## config.mk

```make
export PLATFORM = sky130hd
export DESIGN_NAME = integer_field_formatter_core
export DESIGN_NICKNAME = d
export VERILOG_FILES = /design/src/design/iff_pkg.sv /design/src/design/iff_digit_unit.sv /design/src/design/integer_field_formatter_core.sv
export SDC_FILE = /design/constraint.sdc
export NUM_CORES = 1
export LEC_CHECK = 0
export ABC_AREA = 1
export BUFFER_PORTS_ARGS = -buffer_cell sky130_fd_sc_hd__buf_2
export CORE_ASPECT_RATIO = 1.5
export CORE_MARGIN = 5
export CORE_UTILIZATION = 55
export CTS_CLUSTER_SIZE = 25
export DETAILED_ROUTE_END_ITERATION = 16
export GPL_TIMING_DRIVEN = 0
export PLACE_DENSITY_LB_ADDON = 0.05
export SETUP_SLACK_MARGIN = 0.3
export SLEW_MARGIN = 20
export SYNTH_ARGS = -nofsm -noshare
export SYNTH_HDL_FRONTEND = slang
export SYNTH_SLANG_ARGS = --single-unit
```

## constraint.sdc

```tcl
create_clock -name clk -period 4.65 [get_ports clk]
set_input_delay 0.93 -clock clk [delete_from_list [all_inputs] [get_ports clk]]
set_output_delay 0.93 -clock clk [all_outputs]
set_load 0.005 [all_outputs]
```

## src/design/iff_pkg.sv

```systemverilog
// Shared types and constants of the integer field formatter.
// Holds the conversion and length codes, ASCII constants and the digit unit command.
// Used by iff_digit_unit and integer_field_formatter_core.
`default_nettype none

package iff_pkg;

  // conversion codes
  localparam logic [2:0] CONV_SDEC = 3'd0;
  localparam logic [2:0] CONV_UDEC = 3'd1;
  localparam logic [2:0] CONV_OCT  = 3'd2;
  localparam logic [2:0] CONV_HEXL = 3'd3;
  localparam logic [2:0] CONV_HEXU = 3'd4;
  localparam logic [2:0] CONV_BIN  = 3'd5;
  localparam logic [2:0] CONV_PTR  = 3'd6;
  localparam logic [2:0] CONV_NONE = 3'd7;

  // length modifier codes
  localparam logic [1:0] LEN_INT   = 2'd0;
  localparam logic [1:0] LEN_LONG  = 2'd1;
  localparam logic [1:0] LEN_SHORT = 2'd2;
  localparam logic [1:0] LEN_CHAR  = 2'd3;

  // characters
  localparam logic [7:0] CH_SPACE = 8'h20;
  localparam logic [7:0] CH_PLUS  = 8'h2B;
  localparam logic [7:0] CH_MINUS = 8'h2D;
  localparam logic [7:0] CH_ZERO  = 8'h30;
  localparam logic [7:0] CH_UPA   = 8'h41;
  localparam logic [7:0] CH_LOWA  = 8'h61;
  localparam logic [7:0] CH_X     = 8'h78;

  // at most this many characters leave per request
  localparam int OUT_LIMIT = 64;

  typedef enum logic [1:0] {
    BASE_2,
    BASE_8,
    BASE_10,
    BASE_16
  } base_t;

  typedef struct packed {
    logic  load;
    logic  dabble;
    logic  shift;
    base_t base;
  } dig_cmd_t;

  function automatic logic [7:0] digit_char(input logic [3:0] d, input logic upper);
    logic [7:0] ch;
    if (d < 4'd10) begin
      ch = CH_ZERO + {4'b0, d};
    end else begin
      ch = (upper ? CH_UPA : CH_LOWA) + {4'b0, d} - 8'd10;
    end
    return ch;
  endfunction

endpackage

`default_nettype wire

```

## src/design/iff_digit_unit.sv

```systemverilog
// Digit register of the integer field formatter: loads the magnitude top-aligned
// for binary, octal and hex, converts decimal to BCD by shift-and-add-3, and
// shifts digits out from the top. Depends on iff_pkg.
`default_nettype none

module iff_digit_unit
  import iff_pkg::*;
#(
  parameter int INT_BITS = 32
) (
  input  logic                clk,
  input  dig_cmd_t            cmd,
  input  logic [INT_BITS-1:0] mag,
  output logic [3:0]          top_digit
);

  localparam int ND8  = (INT_BITS + 2) / 3;
  localparam int ND16 = (INT_BITS + 3) / 4;
  localparam int ND10 = (INT_BITS * 30103) / 100000 + 1;
  localparam int W8   = 3 * ND8;
  localparam int W16  = 4 * ND16;
  localparam int W10  = 4 * ND10;
  localparam int M1   = (W8 > INT_BITS) ? W8 : INT_BITS;
  localparam int M2   = (W16 > M1) ? W16 : M1;
  localparam int DREG = (W10 > M2) ? W10 : M2;

  logic [DREG-1:0]     dig_r, dig_nxt;
  logic [INT_BITS-1:0] sh_r, sh_nxt;
  logic [W10-1:0]      bcd_adj;

  always_comb begin
    dig_nxt = dig_r;
    sh_nxt  = sh_r;
    bcd_adj = dig_r[DREG-1 -: W10];
    for (int i = 0; i < ND10; i++) begin
      if (bcd_adj[4*i +: 4] > 4'd4) begin
        bcd_adj[4*i +: 4] = bcd_adj[4*i +: 4] + 4'd3;
      end
    end
    if (cmd.load) begin
      dig_nxt = '0;
      sh_nxt  = mag;
      case (cmd.base)
        BASE_2:  dig_nxt[DREG-1 -: INT_BITS] = mag;
        BASE_8:  dig_nxt[DREG-1 -: W8]       = W8'(mag);
        BASE_16: dig_nxt[DREG-1 -: W16]      = W16'(mag);
        default: ;
      endcase
    end else if (cmd.dabble) begin
      dig_nxt[DREG-1 -: W10] = {bcd_adj[W10-2:0], sh_r[INT_BITS-1]};
      sh_nxt                 = sh_r << 1;
    end else if (cmd.shift) begin
      case (cmd.base)
        BASE_2:  dig_nxt = dig_r << 1;
        BASE_8:  dig_nxt = dig_r << 3;
        default: dig_nxt = dig_r << 4;
      endcase
    end
  end

  always_ff @(posedge clk) begin
    dig_r <= dig_nxt;
    sh_r  <= sh_nxt;
  end

  always_comb begin
    case (cmd.base)
      BASE_2:  top_digit = {3'b0, dig_r[DREG-1]};
      BASE_8:  top_digit = {1'b0, dig_r[DREG-1 -: 3]};
      default: top_digit = dig_r[DREG-1 -: 4];
    endcase
  end

endmodule

`default_nettype wire

```

## src/design/integer_field_formatter_core.sv

```systemverilog
// Top level of the integer field formatter: request decode, sequencer and output register.
// Depends on iff_pkg and iff_digit_unit.
`default_nettype none

// One request formats one printf-style integer conversion into ASCII characters,
// most significant first. Each character is shown for one cycle on out_valid, with
// out_last on the final one; the receiver cannot stall, and idle cycles may separate
// characters. busy stays high from the accepting edge until the last character is
// registered. After the accepting edge the sequencer runs INT_BITS shift-and-add-3
// steps for the decimal kinds (none for binary, octal, hex), drops leading zero
// digits, sizes the field, then emits leading pad, sign, prefix, inner pad, digits
// and trailing pad, at most 64 characters in all. Output pauses at the end of the
// leading pad, at an empty sign slot, at each empty prefix slot, at the end of the
// inner pad and at the end of the digits when trailing pad follows. Unused
// conversion code 7 is accepted and produces no characters.

module integer_field_formatter_core
  import iff_pkg::*;
#(
  parameter int INT_BITS        = 32,
  parameter int MAX_FIELD_WIDTH = 64
) (
  input  logic        clk,
  input  logic        rst_n,
  input  logic        start,
  output logic        busy,
  input  logic [31:0] in_value,
  input  logic [2:0]  in_conversion,
  input  logic [1:0]  in_length_kind,
  input  logic        in_left_adjust,
  input  logic        in_plus_sign,
  input  logic        in_alt_form,
  input  logic        in_zero_fill,
  input  logic [6:0]  in_field_width,
  output logic        out_valid,
  output logic [7:0]  out_character,
  output logic        out_last
);

  localparam int ND2   = INT_BITS;
  localparam int ND8   = (INT_BITS + 2) / 3;
  localparam int ND16  = (INT_BITS + 3) / 4;
  localparam int ND10  = (INT_BITS * 30103) / 100000 + 1;
  localparam int CNT_W = $clog2(INT_BITS);

  typedef enum logic [3:0] {
    S_IDLE,
    S_DEC,
    S_TRIM,
    S_SIZE,
    S_PRE,
    S_SIGN,
    S_P0,
    S_PX,
    S_MID,
    S_DIG,
    S_POST
  } state_t;

  state_t             state_r, state_nxt;
  logic [CNT_W-1:0]   cnt_r, cnt_nxt;
  logic [6:0]         nd_r, nd_nxt;
  logic [6:0]         pad_r, pad_nxt;
  logic [6:0]         tot_r, tot_nxt;
  logic [6:0]         emit_r, emit_nxt;
  logic               neg_r, neg_nxt;
  logic               plus_r, plus_nxt;
  logic               upper_r, upper_nxt;
  base_t              base_r, base_nxt;
  logic [1:0]         pfx_r, pfx_nxt;
  logic               zfill_r, zfill_nxt;
  logic               ladj_r, ladj_nxt;
  logic [6:0]         width_r, width_nxt;
  logic               out_valid_r, out_valid_nxt;
  logic [7:0]         out_character_r, out_character_nxt;
  logic               out_last_r, out_last_nxt;

  // request decode
  logic               conv_ok;
  logic               sign_kind;
  logic               is_ptr;
  logic               upper_d;
  base_t              base_d;
  logic [63:0]        ext64;
  logic [INT_BITS-1:0] num;
  logic [INT_BITS-1:0] mag;
  logic               neg_d;
  logic               sharp_d;
  logic [6:0]         width_d;
  logic [1:0]         pfx_d;
  logic [6:0]         nd_init;

  always_comb begin
    conv_ok   = 1'b1;
    sign_kind = 1'b0;
    is_ptr    = 1'b0;
    upper_d   = 1'b0;
    base_d    = BASE_10;
    case (in_conversion)
      CONV_SDEC: sign_kind = 1'b1;
      CONV_UDEC: base_d = BASE_10;
      CONV_OCT:  base_d = BASE_8;
      CONV_HEXL: base_d = BASE_16;
      CONV_HEXU: begin
        base_d  = BASE_16;
        upper_d = 1'b1;
      end
      CONV_BIN:  base_d = BASE_2;
      CONV_PTR: begin
        base_d = BASE_16;
        is_ptr = 1'b1;
      end
      default:   conv_ok = 1'b0;
    endcase

    if (is_ptr) begin
      ext64 = {32'b0, in_value};
    end else begin
      case (in_length_kind)
        LEN_SHORT: ext64 = {{48{sign_kind & in_value[15]}}, in_value[15:0]};
        LEN_CHAR:  ext64 = {{56{sign_kind & in_value[7]}}, in_value[7:0]};
        default:   ext64 = {{32{sign_kind & in_value[31]}}, in_value};
      endcase
    end
    num   = ext64[INT_BITS-1:0];
    neg_d = num[INT_BITS-1];
    mag   = neg_d ? (INT_BITS'(0) - num) : num;

    width_d = (in_field_width > 7'(MAX_FIELD_WIDTH)) ? 7'(MAX_FIELD_WIDTH) : in_field_width;
    sharp_d = is_ptr ? (in_field_width == 7'd0) : in_alt_form;
    pfx_d   = 2'd0;
    if (sharp_d && (num != '0)) begin
      case (base_d)
        BASE_8:  pfx_d = 2'd1;
        BASE_16: pfx_d = 2'd2;
        default: pfx_d = 2'd0;
      endcase
    end

    case (base_d)
      BASE_2:  nd_init = 7'(ND2);
      BASE_8:  nd_init = 7'(ND8);
      BASE_16: nd_init = 7'(ND16);
      default: nd_init = 7'(ND10);
    endcase
  end

  logic     accept;
  dig_cmd_t dig_cmd;
  logic [3:0] top_digit;

  assign accept = start && (state_r == S_IDLE);

  iff_digit_unit #(
    .INT_BITS (INT_BITS)
  ) u_digit (
    .clk       (clk),
    .cmd       (dig_cmd),
    .mag       (mag),
    .top_digit (top_digit)
  );

  // sequencer
  logic       pre_en, mid_en, post_en;
  logic       emit;
  logic [7:0] emit_ch;
  logic       last_hit;
  logic [7:0] core_len;
  logic [7:0] width8;
  logic [7:0] pad_ch;

  assign pre_en  = !neg_r && !zfill_r;
  assign mid_en  = !pre_en && !ladj_r;
  assign post_en = !pre_en && ladj_r;
  assign pad_ch  = zfill_r ? CH_ZERO : CH_SPACE;
  assign core_len = {1'b0, nd_r} + {6'b0, pfx_r} + {7'b0, neg_r | plus_r};
  assign width8   = {1'b0, width_r};
  assign last_hit = (emit_r == (tot_r - 7'd1)) || (emit_r == 7'(OUT_LIMIT - 1));

  always_comb begin
    state_nxt         = state_r;
    cnt_nxt           = cnt_r;
    nd_nxt            = nd_r;
    pad_nxt           = pad_r;
    tot_nxt           = tot_r;
    emit_nxt          = emit_r;
    neg_nxt           = neg_r;
    plus_nxt          = plus_r;
    upper_nxt         = upper_r;
    base_nxt          = base_r;
    pfx_nxt           = pfx_r;
    zfill_nxt         = zfill_r;
    ladj_nxt          = ladj_r;
    width_nxt         = width_r;
    out_valid_nxt     = 1'b0;
    out_character_nxt = out_character_r;
    out_last_nxt      = out_last_r;
    emit              = 1'b0;
    emit_ch           = CH_SPACE;
    dig_cmd.load      = 1'b0;
    dig_cmd.dabble    = 1'b0;
    dig_cmd.shift     = 1'b0;
    dig_cmd.base      = base_r;

    case (state_r)
      S_IDLE: begin
        if (accept) begin
          neg_nxt   = neg_d;
          plus_nxt  = in_plus_sign & sign_kind;
          upper_nxt = upper_d;
          base_nxt  = base_d;
          pfx_nxt   = pfx_d;
          zfill_nxt = in_zero_fill;
          ladj_nxt  = in_left_adjust;
          width_nxt = width_d;
          nd_nxt    = nd_init;
          cnt_nxt   = CNT_W'(INT_BITS - 1);
          if (conv_ok) begin
            dig_cmd.load = 1'b1;
            dig_cmd.base = base_d;
            state_nxt    = (base_d == BASE_10) ? S_DEC : S_TRIM;
          end
        end
      end
      S_DEC: begin
        dig_cmd.dabble = 1'b1;
        if (cnt_r == '0) begin
          state_nxt = S_TRIM;
        end else begin
          cnt_nxt = cnt_r - 1'b1;
        end
      end
      S_TRIM: begin
        // drop leading zero digits, keep at least one
        if ((top_digit == 4'd0) && (nd_r > 7'd1)) begin
          dig_cmd.shift = 1'b1;
          nd_nxt        = nd_r - 7'd1;
        end else begin
          state_nxt = S_SIZE;
        end
      end
      S_SIZE: begin
        pad_nxt   = (width8 > core_len) ? 7'(width8 - core_len) : 7'd0;
        tot_nxt   = (width8 > core_len) ? width_r : 7'(core_len);
        emit_nxt  = 7'd0;
        state_nxt = S_PRE;
      end
      S_PRE: begin
        if (pre_en && (pad_r != 7'd0)) begin
          emit    = 1'b1;
          emit_ch = pad_ch;
          pad_nxt = pad_r - 7'd1;
        end else begin
          state_nxt = S_SIGN;
        end
      end
      S_SIGN: begin
        state_nxt = S_P0;
        if (neg_r) begin
          emit    = 1'b1;
          emit_ch = CH_MINUS;
        end else if (plus_r) begin
          emit    = 1'b1;
          emit_ch = CH_PLUS;
        end
      end
      S_P0: begin
        state_nxt = S_PX;
        if (pfx_r != 2'd0) begin
          emit    = 1'b1;
          emit_ch = CH_ZERO;
        end
      end
      S_PX: begin
        state_nxt = S_MID;
        if (pfx_r == 2'd2) begin
          emit    = 1'b1;
          emit_ch = CH_X;
        end
      end
      S_MID: begin
        if (mid_en && (pad_r != 7'd0)) begin
          emit    = 1'b1;
          emit_ch = pad_ch;
          pad_nxt = pad_r - 7'd1;
        end else begin
          state_nxt = S_DIG;
        end
      end
      S_DIG: begin
        if (nd_r != 7'd0) begin
          emit          = 1'b1;
          emit_ch       = digit_char(top_digit, upper_r);
          dig_cmd.shift = 1'b1;
          nd_nxt        = nd_r - 7'd1;
        end else begin
          state_nxt = S_POST;
        end
      end
      S_POST: begin
        if (post_en && (pad_r != 7'd0)) begin
          emit    = 1'b1;
          emit_ch = pad_ch;
          pad_nxt = pad_r - 7'd1;
        end else begin
          state_nxt = S_IDLE;
        end
      end
      default: state_nxt = S_IDLE;
    endcase

    if (emit) begin
      out_valid_nxt     = 1'b1;
      out_character_nxt = emit_ch;
      out_last_nxt      = last_hit;
      emit_nxt          = emit_r + 7'd1;
      // stop at the end of the field or at the character limit
      if (last_hit) begin
        state_nxt = S_IDLE;
      end
    end
  end

  always_ff @(posedge clk) begin
    if (!rst_n) begin
      state_r     <= S_IDLE;
      out_valid_r <= 1'b0;
    end else begin
      state_r     <= state_nxt;
      out_valid_r <= out_valid_nxt;
    end
    cnt_r           <= cnt_nxt;
    nd_r            <= nd_nxt;
    pad_r           <= pad_nxt;
    tot_r           <= tot_nxt;
    emit_r          <= emit_nxt;
    neg_r           <= neg_nxt;
    plus_r          <= plus_nxt;
    upper_r         <= upper_nxt;
    base_r          <= base_nxt;
    pfx_r           <= pfx_nxt;
    zfill_r         <= zfill_nxt;
    ladj_r          <= ladj_nxt;
    width_r         <= width_nxt;
    out_character_r <= out_character_nxt;
    out_last_r      <= out_last_nxt;
  end

  assign busy          = (state_r != S_IDLE);
  assign out_valid     = out_valid_r;
  assign out_character = out_character_r;
  assign out_last      = out_last_r;

`ifndef SYNTHESIS
  a_out_follows_work: assert property (@(posedge clk) disable iff (!rst_n)
    out_valid |-> $past(busy))
    else $error("character emitted without a request in progress");

  a_last_ends_request: assert property (@(posedge clk) disable iff (!rst_n)
    (out_valid && out_last) |-> !busy)
    else $error("still busy after the last character");

  a_bad_conv_no_work: assert property (@(posedge clk) disable iff (!rst_n)
    (start && !busy && (in_conversion == CONV_NONE)) |=> (!busy && !out_valid))
    else $error("unused conversion code started work");

  a_fill_digits_drop: assert property (@(posedge clk) disable iff (!rst_n)
    (state_r == S_DEC) |-> (nd_r == 7'(ND10)))
    else $error("digit count disturbed during BCD conversion");
`endif

endmodule

`default_nettype wire

```

# == After elaboration in Yosys (flattened, before gate mapping) ==
# Cells that the tools add are included.
# op_classes
n_mux,88
bitwise,4
n_reduce_logical,40
n_addsub,22
eq_ne,33
n_lt_le_gt_ge,14
# ops
operator,n
$mux 32,4
$pmux 32 s2,2
$mux 40,3
$mux 4,21
$pmux 40 s2,1
$mux 7,11
$pmux 8 s7,1
$pmux 4 s11,1
$gt 4x3->1 const B,10
$add 4x2->4 const B,9
$mux 5,7
$reduce_bool 32->1,1
$sub 1x32->32 const A,1
$pmux 7 s4,1
$pmux 7 s3,1
$sub 7x1->7 const B,3
$mux 1,20
$pmux 6 s3,1
$eq 4x3->1 const B,4
$mux 8,2
$ne 2x2->1 const B,7
$reduce_bool 7->1,2
$eq 2x2->1 const B,6
$eq 4x4->1 const B,3
other kinds (49),79
# word_totals
register_bits,135
word_cells,221
in_bits,51

# == Depth between registers and ports, before layout ==
# logic_depth
ltp_word,15
mapped_depth,24

# == Modules after synthesis ==
# A second synthesis with hierarchy kept.
# hier_totals
hier_cells,1564
area_unflattened_um2,10846.7
# by_module_without_submodules
mod,area_per_inst_um2,cells_each,seq_area_each_um2,instances
integer_field_formatter_core,5479.0,793,1811.7,1
iff_digit_unit,5367.6,771,2092.0,1

# == Worst setup path before layout ==
# Ideal clock, no wire load.
# synth_path
path_type,input-to-reg
startpoint,input port start
endpoint,"register u_digit.dig_r[10], enable pin"
setup_ps,391
arrival_ps,4100
t_required_ps,4259
setup_slack_ps,159
path_stages,20
cell_sequence,nand2_1 > inv_2 > o21ai_4 > inv_2 > buf_2 > nor2_1 > nor2_1 > inv_1 > ha_1 > inv_1 > buf_2 > o22ai_1 > a21oi_1 > ha_1 > nand4_1 > inv_1 > nand2_1 > nand2_2 > inv_1 > nand2_1
# synth_via
elab_chain_cells,10
elab_cells_between_ends,13
cone_classes,eq/ne: 1; mux: 7; reduce/logical: 5
# synth_lines
item,line_no,rtl
from (decl),integer_field_formatter_core.sv:25,"input logic start,"
$logic_and 1x1->1 (*),integer_field_formatter_core.sv:152,assign accept = start && (state_r == S_IDLE);
$mux 2,integer_field_formatter_core.sv:207,if (accept) begin
$mux 2,integer_field_formatter_core.sv:205,case (state_r)
$eq 2x1->1 or $logic_not 2->1 (tied branches),iff_digit_unit.sv:67,case (cmd.base)
$pmux 4 s2,iff_digit_unit.sv:67,
$logic_not 4->1,integer_field_formatter_core.sv:235,if ((top_digit == 4'd0) && (nd_r > 7'd1)) begin
$logic_and 1x1->1,integer_field_formatter_core.sv:235,
$mux 1,integer_field_formatter_core.sv:235,
$pmux 1 s2,integer_field_formatter_core.sv:205,
$reduce_bool 3->1 (no line) (*),--,
to (signal assigned),iff_digit_unit.sv:62,dig_r <= dig_nxt;
to (decl),iff_digit_unit.sv:27,"logic [DREG-1:0] dig_r, dig_nxt;"
# Mark *: on every way between the ends. The rest lies on a longest branch, timed or not.
# A chain may end at the register's enable or synchronous reset.

# == Worst setup path after layout ==
# layout_path
startpoint,register state_r[2]
endpoint,register u_digit.dig_r[12] (data pin)
# layout_via
elab_chain_cells,9
elab_cells_between_ends,17
cone_classes,eq/ne: 3; mux: 10; reduce/logical: 4
# layout_lines
item,line_no,rtl
from (decl),integer_field_formatter_core.sv:60,"state_t state_r, state_nxt;"
from (signal assigned),integer_field_formatter_core.sv:329,state_r <= state_nxt;
$logic_not 4->1,"integer_field_formatter_core.sv:152, integer_field_formatter_core.sv:205",
$logic_and 1x1->1,integer_field_formatter_core.sv:152,
$mux 2,integer_field_formatter_core.sv:207,
$mux 2,integer_field_formatter_core.sv:205,
$eq 2x1->1 or $logic_not 2->1 (tied branches),"iff_digit_unit.sv:43, iff_digit_unit.sv:53",
$pmux 40 s2,iff_digit_unit.sv:53,case (cmd.base)
$mux 40,iff_digit_unit.sv:52,end else if (cmd.shift) begin
$mux 40,iff_digit_unit.sv:49,end else if (cmd.dabble) begin
$mux 40 (*),iff_digit_unit.sv:40,if (cmd.load) begin
via u_digit.dig_nxt[12],iff_digit_unit.sv:27,
# The timed path passes the listed nets; every way through them passes the cells marked *. The select of a mux whose other input is x is not followed.

==> results.cfg <==
[timing]
slew_headroom = 0.484
skew_ps = 10.6
final-setup-viol-count = 0
timing.fmax_mhz = 244
finalHoldViolations = 0
fin_crit_ps = 4100
rsz0062_at_grt = no
fin_crit_sh = 0.881
tightest_slew_ps = 773
slew_violations = 0
fin_tns_setup_ps = 0

[floorplanning]
rows = 61
start_util = 0.555
coreArea_um2 = 18400
io-pin-count = 62
chipWidth_um = 121
dieHeight_um = 177
dieArea_um2 = 21500

[power]
internal_power_uw = 3760
irDropWorstVdd_mv = 0.273
p_per_area_nw_per_um2 = 559
finalPower_uw = 6480
leakage_uw = 0.00508
p_clk_frac = 0.220
power.switching_uw = 2720
swShare = 0.420
p_comb_frac = 0.453
seq_power_share = 0.327

[drt]
viasPerCell = 5.70
avgRoutedWirePerCell_um = 17.7
remaining_drc_errors = 0
detail-route-antenna-nets = 0
firstDrtPassIters = 7
drt_iter0_drc = 675
vias = 9628
wirelength_um = 29900

[setup_path]
start_kind = flop
worstPathCellList = nor2_1 > inv_1 > nor2_2 > nand2_2 > clkinv_4 > o21ai_4 > inv_4 > buf_6 > nor2_1 > nor2_1 > inv_1 > ha_1 > inv_1 > clkbuf_4 > buf_1 > o22ai_1 > o311ai_0 > o221ai_1
cp_max_fo = 10
crit_required_ps = 4790
path_class = flop to flop
crit_path_max_incr_delay_ps = 550
arrival_ps = 4240
cp-end-kind = flop
cp_slowest_cell = buf_1

[synth]
synth_area_leaders = edfxtp_1 (36%), nand2_1 (11%), inv_1 (5.8%), nand3_1 (5.6%), ha_1 (5.5%)
synth_area_um2 = 10200
yosys.area.top_type = edfxtp_1
ys.warnings.count = 0
ys_seq_area_frac = 0.382
yosysUniqueCellTypes = 56
ys.flop_type = edfxtp_1
syn_inst = 1336
ys_ff_latch = 134
synth_top_area_share = 0.359
avgSynthCellArea_um2 = 7.65
synth_nets = 1435
synthArstFlopShare = 0
synth_edf_count = 122

[place]
io_buffers = 60
gp_congestion = 0.970
dpl.hpwl_um = 22900

[clock_network]
cts_buffers = 17
path_clk_slew_ps = 60
cts_tree = yes
cts_root_buffer = clkbuf_16
cts.sinks = 134
clk_latency_ps = 430
clk_path_buf_depth = 2
cts_max_level = 4

[run_status]
status = complete, no violations

[job]
drv_cap = 0

[final_layout]
nNetsFinal = 1524
fillers = 1732
area_delta_synth_final_pct = 13.5
layout-drive-gt1-share = 0.133
antenna_cells = 0

[grt]
grt_pass1_wl_um = 47400
grt_usage = 0.283
grt_max_degree = 34
grt_overflow = 0
grt_pass1_vias = 9526
antenna_found_initial = 0

[worst_hold_path]
hp-class = flop to flop
-- metrics by stage --
stage                     worst slack, ps  utilization  area, um^2  hold WS (ps)  std cells
after floorplan                       475            -       10200           428       1336
after global placement               -853        0.589       10800           435       1648
after detailed placement             -887        0.589       10800           450       1648
after CTS                             303        0.628       11600           461       1688
after global routing                  277        0.630       11600           498       1690
final                                 552        0.630       11600           462       1690
-- cells by family after synthesis --
| group | share of synthesized area |
|---|---|
| DFF | 0.382 |
| adders and majority gates | 0.0610 |
| other | 0.000367 |
| and+or+nand+nor | 0.272 |
| AOI/OAI and AO/OA | 0.156 |
| xor gates and xnor gates | 0.0436 |
| buffers and inverters | 0.0851 |
-- synthesized netlist by cell type (5+ instances only) --
cell	count
o21bai_1	5
inv_1	157
nand4_1	9
nor2_1	141
nand2_4	5
xnor2_1	12
buf_6	5
ha_1	45
a21oi_1	52
edfxtp_1	122
o22ai_1	42
o221ai_1	17
nand2_2	16
nand3_1	115
nor2_2	8
dfxtp_1	12
buf_2	12
nand2_1	296
clkbuf_1	19
nor3_1	17
o21ai_0	92
o211ai_1	14
inv_2	10
xor2_1	37
nor2_4	6
o311ai_0	14
-- cell usage in the layout, fill, tap and decap left out, drive strengths merged, types with 4 or more instances in the layout --
cell and count:
nor2 155, o21ai 99, dfxtp 12, clkinv 8
nand4 9, o21bai 6, xor2 38, nand3 120
xnor2 12, clkbuf 42, clkinvlp 4, o22ai 42
a21oi 53, edfxtp 122, nand2 319, or2 6
inv 167, o211ai 14, o311ai 15, o221ai 17
ha 45, nor3 17, buf 89
-- what timing repair did --
| action | in CTS | in global routing |
|---|---|---|
| setup endpoints to repair | 61 | 51 |
| pin swaps | 2 | 1 |
| hold buffers | 0 | 0 |
| buffers inserted | 5 | 2 |
| resized for setup | 10 | 7 |
| hold endpoints to repair | 0 | 0 |
| gates cloned | 3 | 0 |
-- power by group through the flow --
stage	Clock, uW	Combinational, uW	Sequential [uW]
final	1420	2930	2120
after CTS	1430	2880	2110
after global placement	0	2730	2140
after detailed placement	0	2780	2140
after floorplan	0	2080	2060
after global routing	1490	3260	2160
-- metal layers --
metal  wire (um)  global-route usage  up-vias
met5           0                   0        -
met4        1760               0.163        0
met3        1440              0.0365      123
met2       16300               0.548      364
met1       10400               0.282     4411
li1            -                   -     4730
-- area by class of cell --
cell class	count	area, um^2	share of cell area
clock buffer	21	470	0.0406
multi-input combinational	991	5510	0.475
inverter	170	652	0.0562
buffer	43	240	0.0207
clock inverter	11	149	0.0128
timing repair inverter	1	3.75	0.000324
sequential	134	3900	0.337
timing repair buffer	67	353	0.0304
tap	252	315	0.0272
-- state kept, by name, summed over array words and instances, names as in the netlist, 2 cells and up --
register	count
out_character	7
nd_r	7
base_r	2
emit_r	7
pad_r	7
u_digit.sh_r	32
tot_r	7
cnt_r	5
pfx_r	2
width_r	7
u_digit.dig_r	40
state_r	4
-- critical path, delay by kind of cell (launching register included) --
| family | cells | cell delay (ps) |
|---|---|---|
| AO/OA/AOI/OAI | 4 | 1020 |
| adder cells (fa/ha/maj) | 1 | 230 |
| buffers and inverters | 8 | 1530 |
| flip-flops | 1 | 340 |
| AND/OR/NAND/NOR | 5 | 650 |
-- path summary, 6_finish.rpt --
kind / from / cells after the start / slack, ps / to
setup / recovery: state_r[2] / 18 / 550 / u_digit.dig_r[12]
hold reg to reg: u_digit.sh_r[31] / 2 / 460 / u_digit.dig_r[0]
setup reg to reg: state_r[2] / 18 / 550 / u_digit.dig_r[12]
hold / removal: u_digit.sh_r[31] / 2 / 460 / u_digit.dig_r[0]
(Power assumes the default switching activity.)
